===== config.mk =====
export PLATFORM = sky130hd
export DESIGN_NAME = sync_header_payload_frame_parser_flat
export DESIGN_NICKNAME = d
export VERILOG_FILES = /design/src/design/shpf_pkg.sv /design/src/design/shpf_if.sv /design/src/design/sync_header_payload_frame_parser.sv /design/src/design/shpf_step.sv /design/src/flat_wrapper.sv
export SDC_FILE = /design/constraint.sdc
export NUM_CORES = 1
export LEC_CHECK = 0
export BUFFER_PORTS_ARGS = -buffer_cell sky130_fd_sc_hd__buf_2
export CAP_MARGIN = 20
export CORE_ASPECT_RATIO = 1.2
export CORE_MARGIN = 4
export CORE_UTILIZATION = 50
export DETAILED_ROUTE_END_ITERATION = 10
export PLACE_DENSITY = 0.75
export SYNTH_ARGS = -nofsm -noshare
export SYNTH_HDL_FRONTEND = slang
export SYNTH_SLANG_ARGS = --single-unit

===== constraint.sdc =====
create_clock -name i_clk -period 3 [get_ports i_clk]
set_input_delay 0.45 -clock i_clk [delete_from_list [all_inputs] [get_ports i_clk]]
set_output_delay 0.45 -clock i_clk [all_outputs]
set_load 0.02 [all_outputs]

===== src/design/shpf_pkg.sv =====
// Shared types and constants for the sync/header/payload frame parser.
`timescale 1ns / 1ps
`default_nettype none

package shpf_pkg;

    // Frame phases, one-hot.
    typedef enum logic [3:0] {
        PH_SYNC    = 4'b0001,
        PH_HEADER  = 4'b0010,
        PH_PAYLOAD = 4'b0100,
        PH_TRAILER = 4'b1000
    } t_phase;

    // Result codes.
    typedef enum logic [2:0] {
        EV_CONSUMED = 3'd0,
        EV_ACCEPT   = 3'd1,
        EV_REJECT   = 3'd2,
        EV_BYTE     = 3'd3,
        EV_LAST     = 3'd4,
        EV_TRAILER  = 3'd5
    } t_event;

    localparam int unsigned SYNC_LEN    = 8;
    localparam int unsigned HEADER_LEN  = 4;
    localparam logic [63:0] SYNC_RESET  = 64'h4355_4245_5359_4E43;

    // Header byte lanes.
    localparam logic [1:0] HDR_CMD_LO = 2'd0;
    localparam logic [1:0] HDR_CMD_HI = 2'd1;
    localparam logic [1:0] HDR_LEN_LO = 2'd2;
    localparam logic [1:0] HDR_LEN_HI = 2'd3;

    typedef struct packed {
        t_event      event_res;
        logic [15:0] frame_command;
        logic [15:0] frame_length;
        logic [7:0]  payload_byte;
        logic [8:0]  payload_index;
    } t_result;

endpackage

`default_nettype wire


===== src/design/shpf_if.sv =====
// Valid/ready channel interfaces for received bytes and parser results.
`timescale 1ns / 1ps
`default_nettype none

interface shpf_rx_if;
    logic       valid;
    logic       ready;
    logic [7:0] rx_byte;

    modport source (output valid, output rx_byte, input ready);
    modport sink   (input valid, input rx_byte, output ready);
endinterface

interface shpf_res_if;
    logic                 valid;
    logic                 ready;
    shpf_pkg::t_event     event_res;
    logic [15:0]          frame_command;
    logic [15:0]          frame_length;
    logic [7:0]           payload_byte;
    logic [8:0]           payload_index;

    modport source (output valid, output event_res, output frame_command,
                    output frame_length, output payload_byte, output payload_index,
                    input ready);
    modport sink   (input valid, input event_res, input frame_command,
                    input frame_length, input payload_byte, input payload_index,
                    output ready);
endinterface

`default_nettype wire


===== src/design/sync_header_payload_frame_parser.sv =====
// Top level of the sync/header/payload frame parser.
`timescale 1ns / 1ps
`default_nettype none

// Byte-serial deframer. Each received byte beat yields exactly one result beat,
// in the following cycle; a new byte can be taken every cycle while the result
// register is empty or draining. The frame is an 8-byte sync word (i_cfg_data,
// first byte in bits 63:56), then a 4-byte little-endian header (16-bit command,
// 16-bit length), then the payload, then two unchecked trailer bytes. A header
// whose length exceeds MAX_PAYLOAD is reported as rejected and the sync hunt
// restarts. A length of zero still consumes one payload byte, reported as last
// with index 0. During the hunt a mismatching byte restarts the match without
// being retested. Throughput is one byte per clock; the only pipeline element
// is the result register, which accepts a new byte whenever it is empty or
// being drained. Sync pattern writes take effect on the next byte.

module sync_header_payload_frame_parser #(
    parameter int MAX_PAYLOAD = 512
) (
    input  wire logic         i_clk,
    input  wire logic         i_rst_n,
    input  wire logic         i_cfg_we,
    input  wire logic [63:0]  i_cfg_data,
    shpf_rx_if.sink           i_rx,
    shpf_res_if.source        o_res
);

    localparam int POS_W = (MAX_PAYLOAD > 8) ? $clog2(MAX_PAYLOAD) : 3;

    // Sync word register.
    logic [63:0] r_sync_pattern;

    // Frame state.
    shpf_pkg::t_phase  r_phase, n_phase;
    logic [POS_W-1:0]  r_pos, n_pos;
    logic [15:0]       r_cmd, n_cmd;
    logic [15:0]       r_len, n_len;

    // Result register.
    logic               r_valid;
    shpf_pkg::t_result  r_res, n_res;

    logic accept;

    // Take a byte whenever the result register is free or draining this cycle.
    assign i_rx.ready = !r_valid || o_res.ready;
    assign accept     = i_rx.valid && i_rx.ready;

    shpf_step #(
        .MAX_PAYLOAD (MAX_PAYLOAD)
    ) u_step (
        .i_phase        (r_phase),
        .i_pos          (r_pos),
        .i_cmd          (r_cmd),
        .i_len          (r_len),
        .i_sync_pattern (r_sync_pattern),
        .i_byte         (i_rx.rx_byte),
        .o_phase        (n_phase),
        .o_pos          (n_pos),
        .o_cmd          (n_cmd),
        .o_len          (n_len),
        .o_result       (n_res)
    );

    always_ff @(posedge i_clk) begin
        if (!i_rst_n) begin
            r_sync_pattern <= shpf_pkg::SYNC_RESET;
        end else if (i_cfg_we) begin
            r_sync_pattern <= i_cfg_data;
        end
    end

    always_ff @(posedge i_clk) begin
        if (!i_rst_n) begin
            r_phase <= shpf_pkg::PH_SYNC;
            r_pos   <= '0;
            r_cmd   <= '0;
            r_len   <= '0;
        end else if (accept) begin
            r_phase <= n_phase;
            r_pos   <= n_pos;
            r_cmd   <= n_cmd;
            r_len   <= n_len;
        end
    end

    always_ff @(posedge i_clk) begin
        if (!i_rst_n) begin
            r_valid <= 1'b0;
        end else if (accept) begin
            r_valid <= 1'b1;
        end else if (o_res.ready) begin
            r_valid <= 1'b0;
        end
    end

    // Payload side needs no reset.
    always_ff @(posedge i_clk) begin
        if (accept) begin
            r_res <= n_res;
        end
    end

    assign o_res.valid         = r_valid;
    assign o_res.event_res     = r_res.event_res;
    assign o_res.frame_command = r_res.frame_command;
    assign o_res.frame_length  = r_res.frame_length;
    assign o_res.payload_byte  = r_res.payload_byte;
    assign o_res.payload_index = r_res.payload_index;

    // Every accepted byte leaves a result pending.
    a_accept_gives_result: assert property (@(posedge i_clk) disable iff (!i_rst_n)
        accept |=> r_valid)
        else $error("accepted byte did not produce a result");

    // Payload position never reaches the limit.
    a_payload_pos_bound: assert property (@(posedge i_clk) disable iff (!i_rst_n)
        (r_phase == shpf_pkg::PH_PAYLOAD) |-> ({1'b0, r_pos} < (POS_W+1)'(MAX_PAYLOAD)))
        else $error("payload position out of range");

    // An accepted header moves the parser into the payload phase.
    a_header_to_payload: assert property (@(posedge i_clk) disable iff (!i_rst_n)
        (accept && n_res.event_res == shpf_pkg::EV_ACCEPT)
            |=> (r_phase == shpf_pkg::PH_PAYLOAD && r_len <= 16'(MAX_PAYLOAD)))
        else $error("header accept did not enter payload phase");

endmodule

`default_nettype wire


===== src/design/shpf_step.sv =====
// Next-state and result logic for one received byte.
`timescale 1ns / 1ps
`default_nettype none

module shpf_step #(
    parameter int MAX_PAYLOAD = 512
) (
    input  wire shpf_pkg::t_phase  i_phase,
    input  wire logic [((MAX_PAYLOAD > 8) ? $clog2(MAX_PAYLOAD) : 3)-1:0] i_pos,
    input  wire logic [15:0]       i_cmd,
    input  wire logic [15:0]       i_len,
    input  wire logic [63:0]       i_sync_pattern,
    input  wire logic [7:0]        i_byte,
    output shpf_pkg::t_phase       o_phase,
    output logic [((MAX_PAYLOAD > 8) ? $clog2(MAX_PAYLOAD) : 3)-1:0] o_pos,
    output logic [15:0]            o_cmd,
    output logic [15:0]            o_len,
    output shpf_pkg::t_result      o_result
);

    localparam int POS_W = (MAX_PAYLOAD > 8) ? $clog2(MAX_PAYLOAD) : 3;

    logic [7:0]       want;
    logic [3:0]       sync_next;
    logic [POS_W:0]   pay_next;
    logic [9:0]       pos_ext;

    assign want      = i_sync_pattern[(3'd7 - i_pos[2:0]) * 8 +: 8];
    assign sync_next = {1'b0, i_pos[2:0]} + 4'd1;
    assign pay_next  = {1'b0, i_pos} + (POS_W+1)'(1);
    assign pos_ext   = 10'(i_pos);

    always_comb begin
        o_phase  = i_phase;
        o_pos    = i_pos;
        o_cmd    = i_cmd;
        o_len    = i_len;
        o_result = '0;
        o_result.event_res = shpf_pkg::EV_CONSUMED;

        unique case (i_phase)
            shpf_pkg::PH_SYNC: begin
                if (i_byte == want) begin
                    if (sync_next == 4'(shpf_pkg::SYNC_LEN)) begin
                        o_phase = shpf_pkg::PH_HEADER;
                        o_pos   = '0;
                    end else begin
                        o_pos = POS_W'(sync_next);
                    end
                end else begin
                    o_pos = '0;   // mismatching byte is not retried as first byte
                end
            end
            shpf_pkg::PH_HEADER: begin
                case (i_pos[1:0])
                    shpf_pkg::HDR_CMD_LO: o_cmd = {i_cmd[15:8], i_byte};
                    shpf_pkg::HDR_CMD_HI: o_cmd = {i_byte, i_cmd[7:0]};
                    shpf_pkg::HDR_LEN_LO: o_len = {i_len[15:8], i_byte};
                    default:              o_len = {i_byte, i_len[7:0]};
                endcase
                if (i_pos[1:0] == 2'(shpf_pkg::HEADER_LEN - 1)) begin
                    o_pos = '0;
                    if (o_len > 16'(MAX_PAYLOAD)) begin
                        o_result.event_res = shpf_pkg::EV_REJECT;
                        o_phase = shpf_pkg::PH_SYNC;
                    end else begin
                        o_result.event_res = shpf_pkg::EV_ACCEPT;
                        o_phase = shpf_pkg::PH_PAYLOAD;
                    end
                end else begin
                    o_pos = POS_W'(i_pos[1:0] + 2'd1);
                end
            end
            shpf_pkg::PH_PAYLOAD: begin
                o_result.payload_byte  = i_byte;
                o_result.payload_index = pos_ext[8:0];
                // zero length still takes one byte and flags it as last
                if (17'(pay_next) >= {1'b0, i_len}) begin
                    o_result.event_res = shpf_pkg::EV_LAST;
                    o_phase = shpf_pkg::PH_TRAILER;
                    o_pos   = '0;
                end else begin
                    o_result.event_res = shpf_pkg::EV_BYTE;
                    o_pos = pay_next[POS_W-1:0];
                end
            end
            default: begin
                if (i_pos[0]) begin
                    o_result.event_res = shpf_pkg::EV_TRAILER;
                    o_phase = shpf_pkg::PH_SYNC;
                    o_pos   = '0;
                end else begin
                    o_pos = POS_W'(1);
                end
            end
        endcase

        o_result.frame_command = o_cmd;
        o_result.frame_length  = o_len;
    end

endmodule

`default_nettype wire

===== src/flat_wrapper.sv =====
// flat-port wrapper written by rule: the top's interface ports become plain ports
module sync_header_payload_frame_parser_flat 
#(
    parameter int MAX_PAYLOAD = 512
)
  (i_clk, i_rst_n, i_cfg_we, i_cfg_data, i_rx_valid, i_rx_rx_byte, i_rx_ready, o_res_valid, o_res_event_res, o_res_frame_command, o_res_frame_length, o_res_payload_byte, o_res_payload_index, o_res_ready);
  shpf_rx_if i_rx_i ();
  shpf_res_if o_res_i ();
  input  wire logic i_clk;
  input  wire logic i_rst_n;
  input  wire logic i_cfg_we;
  input  wire logic [63:0] i_cfg_data;
  input wire logic [$bits(i_rx_i.valid)-1:0] i_rx_valid;
  input wire logic [$bits(i_rx_i.rx_byte)-1:0] i_rx_rx_byte;
  output wire logic [$bits(i_rx_i.ready)-1:0] i_rx_ready;
  output wire logic [$bits(o_res_i.valid)-1:0] o_res_valid;
  output wire logic [$bits(o_res_i.event_res)-1:0] o_res_event_res;
  output wire logic [$bits(o_res_i.frame_command)-1:0] o_res_frame_command;
  output wire logic [$bits(o_res_i.frame_length)-1:0] o_res_frame_length;
  output wire logic [$bits(o_res_i.payload_byte)-1:0] o_res_payload_byte;
  output wire logic [$bits(o_res_i.payload_index)-1:0] o_res_payload_index;
  input wire logic [$bits(o_res_i.ready)-1:0] o_res_ready;
  assign i_rx_i.valid = i_rx_valid;
  assign i_rx_i.rx_byte = i_rx_rx_byte;
  assign i_rx_ready = i_rx_i.ready;
  assign o_res_valid = o_res_i.valid;
  assign o_res_event_res = o_res_i.event_res;
  assign o_res_frame_command = o_res_i.frame_command;
  assign o_res_frame_length = o_res_i.frame_length;
  assign o_res_payload_byte = o_res_i.payload_byte;
  assign o_res_payload_index = o_res_i.payload_index;
  assign o_res_i.ready = o_res_ready;
  sync_header_payload_frame_parser #(.MAX_PAYLOAD(MAX_PAYLOAD)) u_core (.i_clk(i_clk), .i_rst_n(i_rst_n), .i_cfg_we(i_cfg_we), .i_cfg_data(i_cfg_data), .i_rx(i_rx_i), .o_res(o_res_i));
endmodule

==> results.py <==
metrics = {
    "outcome": {
        "status": "completed",
    },
    "sta": {
        "setup-violations-final": 0,
        "finalHoldViolCount": 0,
        "skew_ns": 0.0148,
        "slew_headroom_pct": 63.5,
        "min_period_ns": 2.87,
        "fmax_ghz": 0.348,
        "final_max_slew_viol_count": 0,
        "worstMarginPinSlew_ns": 0.546,
        "rsz0062_at_grt": "false",
        "finalCritPeriodShare_pct": 95.7,
        "setup_tns_ns": 0,
    },
    "cells_and_area": {
        "areaGrowthSynthToFinish_pct": 19.3,
        "final_cells": 1015,
        "layout_commonest_cell": "buf_2",
        "utilization_pct": 61.5,
        "fillers": 1213,
        "drive_gt1_share_pct": 25.6,
        "nets": 895,
        "diodes": 0,
        "final_cell_mix": "buf_2 (129), dfxtp_1 (110), nand2_1 (86), mux2i_1 (79), nor2b_1 (54)",
    },
    "power": {
        "ir_drop_mv": 0.361,
        "power.density_nw_per_um2": 532,
        "p_sw_uw": 1080,
        "internal_power_uw": 3680,
        "p_leak_uw": 0.00372,
        "p_comb_share_pct": 7.9,
        "p_sw_share_pct": 22.6,
        "total_power_uw": 4760,
        "pwr-share-seq_pct": 50.0,
        "clockPowerShare_pct": 42.1,
    },
    "drt": {
        "wl_per_cell_um": 16.9,
        "via_per_inst": 5.49,
        "routed_wl_mm": 17.2,
        "first_pass_iters": 4,
        "first_iter_violations": 250,
        "drc_errors": 0,
        "vias": 5569,
        "ant_nets": 0,
    },
    "worst_hold_path": {
        "min_from": "i_cfg_data[20]",
        "hold_end": "u_core.r_sync_pattern[20]",
        "hold_depth": 3,
        "hp-class": "in2reg",
    },
    "critical_path": {
        "critPathArrivalTime_ns": 3.17,
        "worstPathRequired_ns": 3.30,
        "rrSetupSlack_ns": 0.13,
        "cpMaxStageDelayCell": "dfxtp_1",
        "slowest_delay_ns": 0.34,
        "end_kind": "flop",
        "cp_max_fo": 7,
        "reg2reg_from": "u_core.r_pos[1]",
        "worstSetupStartpointType": "flop",
        "critical_path_class": "reg2reg",
        "rr_endpoint": "u_core.r_pos[0]",
        "worstPathCellList": "and3_4 > and3_2 > and3_2 > xor2_1 > ha_1 > nand4_1 > o311a_1 > o31ai_4 > buf_6 > o211ai_1 > a22oi_1 > o31ai_2",
        "crit_top_cell": "and3_2",
        "ff2ff_path_depth": 12,
    },
    "synthesis": {
        "synthArstFlopShare_pct": 0,
        "ys.flop_type": "dfxtp_1",
        "synth_fp_nets": 777,
        "synth_cell_types": 51,
        "ys_seq_area_share_pct": 50.3,
        "synth_cells": 686,
        "ys_warn_count": 0,
        "syn_area_um2": 7490,
        "synth_edf_count": 52,
        "avgSynthCellArea_um2": 10.9,
        "ys_ff_latch": 162,
    },
    "floorplanning": {
        "num_rows": 48,
        "die_h_um": 142,
        "core_area_um2": 14500,
        "die_w_um": 120,
        "dieArea_um2": 17000,
        "start_util_pct": 51.5,
        "io-pin-count": 131,
    },
    "global_route": {
        "grt_max_degree": 65,
        "antenna_found_initial": 0,
        "use_met3_pct": 5.49,
        "overflow": 0,
        "busiest_layer": "met2",
        "grt.met1_usage_pct": 24.2,
        "gr-usage-all-layers_pct": 20.8,
        "grtUsageMet2_pct": 36.4,
        "grt_pass1_wl_mm": 28.0,
        "grt_pass1_vias": 5646,
    },
    "place": {
        "dp_hpwl_mm": 12.3,
        "placed_cells": 984,
        "place.gp.congestion": 0.907,
        "port_buffers": 130,
    },
    "cts": {
        "clockBufferDepth": 2,
        "cts.sinks": 162,
        "cts_tree": "built",
        "cts-root-buf": "clkbuf_16",
        "h-tree-depth": 4,
        "clk_pin_slew_ns": 0.06,
        "clk_latency_ns": 0.43,
        "cts-buffers-inserted": 17,
    },
    "run": {
        "maxCapViolCount": 0,
    },
}
[per-stage QoR]
step                hold WS [ns]  setup WS, ns  instance area [um2]
CTS                        0.221        0.0803                 8890
global route               0.217       0.00331                 8930
floorplan                  0.435       -0.0297                 7510
detailed placement         0.447         0.106                 8340
finish                     0.241         0.129                 8930
global placement           0.441         0.234                 8340
[how the worst max path moves through the flow]
stage,slack [ns],to,cells past startpoint,start
2_1_floorplan,-0.03,u_core.r_phase[2],13,u_core.r_pos[1]
3_3_place_gp,0.23,u_core.r_pos[0],12,u_core.r_pos[0]
3_5_place_dp,0.11,u_core.r_pos[0],12,u_core.r_pos[0]
4_1_cts,0.08,u_core.r_pos[0],12,u_core.r_pos[0]
5_1_grt,0.003,u_core.r_pos[0],12,u_core.r_pos[0]
6_report,0.13,u_core.r_pos[0],12,u_core.r_pos[1]
[routing by layer]
layer | share of wire [%] | routed length (um)
met3 | 6.7 | 1140
met5 | 0 | 0
met1 | 40 | 6830
met4 | 2.4 | 410
met2 | 51 | 8780
[cell families (layout without fill, tap and decap cells)]
logic type,count (synthesis),in the layout,synth area share (%)
buffers and inverters,68,197,3.88
AOI/OAI and AO/OA,114,114,11.5
and+or+nand+nor,219,219,15.3
adders and majority gates,14,14,2.34
xor gates and xnor gates,16,16,1.87
DFF,162,162,50.3
muxes,93,93,14.8
[cell type report]
cell class / instances / area (um2) / share of cell area [%]
sequential: 162 / 3760 / 42.1
clock buffer: 20 / 458 / 5.13
timing repair buffer: 152 / 846 / 9.47
clock inverter: 10 / 87.6 / 0.981
multi-input combinational: 456 / 3470 / 38.9
inverter: 15 / 56.3 / 0.630
tap: 200 / 250 / 2.80
[worst max-delay path: cells and delay by family, from the launching register on]
kind / cells / cell delay, ns
AOI/OAI and AO/OA: 5 / 1.01
xor gates and xnor gates: 1 / 0.16
adders and majority gates: 1 / 0.31
buffers and inverters: 1 / 0.17
DFF: 1 / 0.34
and+or+nand+nor: 4 / 0.76
[synth_stat cells (all sizes together) (3+ instances only)]
| master | number | share of area (%) |
|---|---|---|
| a21boi | 24 | 2.4 |
| a21oi | 6 | 0.40 |
| a22o | 31 | 3.6 |
| a22oi | 15 | 1.5 |
| and2 | 7 | 0.58 |
| and3 | 23 | 1.9 |
| buf | 13 | 1.1 |
| clkbuf | 40 | 2.0 |
| dfxtp | 110 | 29 |
| edfxtp | 52 | 21 |
| ha | 14 | 2.3 |
| inv | 15 | 0.75 |
| mux2i | 79 | 11 |
| mux4 | 14 | 4.2 |
| nand2 | 86 | 4.3 |
| nand2b | 6 | 0.50 |
| nand3 | 8 | 0.60 |
| nand3b | 7 | 0.70 |
| nor2 | 13 | 0.65 |
| nor2b | 54 | 4.5 |
| nor3 | 4 | 0.27 |
| nor4 | 5 | 0.62 |
| o211ai | 3 | 0.30 |
| o21ai | 18 | 1.2 |
| o31ai | 3 | 0.50 |
| xnor2 | 4 | 0.47 |
| xor2 | 12 | 1.4 |
[power groups by stage]
stage / logic [uW] / clock network (uW) / registers [uW]
finish: 376 / 2000 / 2380
global route: 406 / 2140 / 2390
CTS: 380 / 2040 / 2380
detailed placement: 379 / 0 / 2430
global placement: 369 / 0 / 2420
floorplan: 198 / 0 / 2460
[registers in the layout, summed over array words and instances, names as in the netlist]
signal,flops
u_core.r_cmd,16
u_core.o_res.payload_byte,8
u_core.o_res.payload_index,9
u_core.r_sync_pattern,64
u_core.r_pos,9
u_core.o_res.frame_length,16
u_core.o_res.frame_command,16
u_core.r_phase,4
u_core.o_res.valid,1
u_core.r_len,16
u_core.o_res.event_res,3
[repair_timing]
action	4_1_cts	5_1_grt
setup endpoints to repair	0	11
gates resized for setup	0	11
hold buffers	0	0
buffers inserted	0	1
Note: power is estimated with default switching activity, not from simulation.
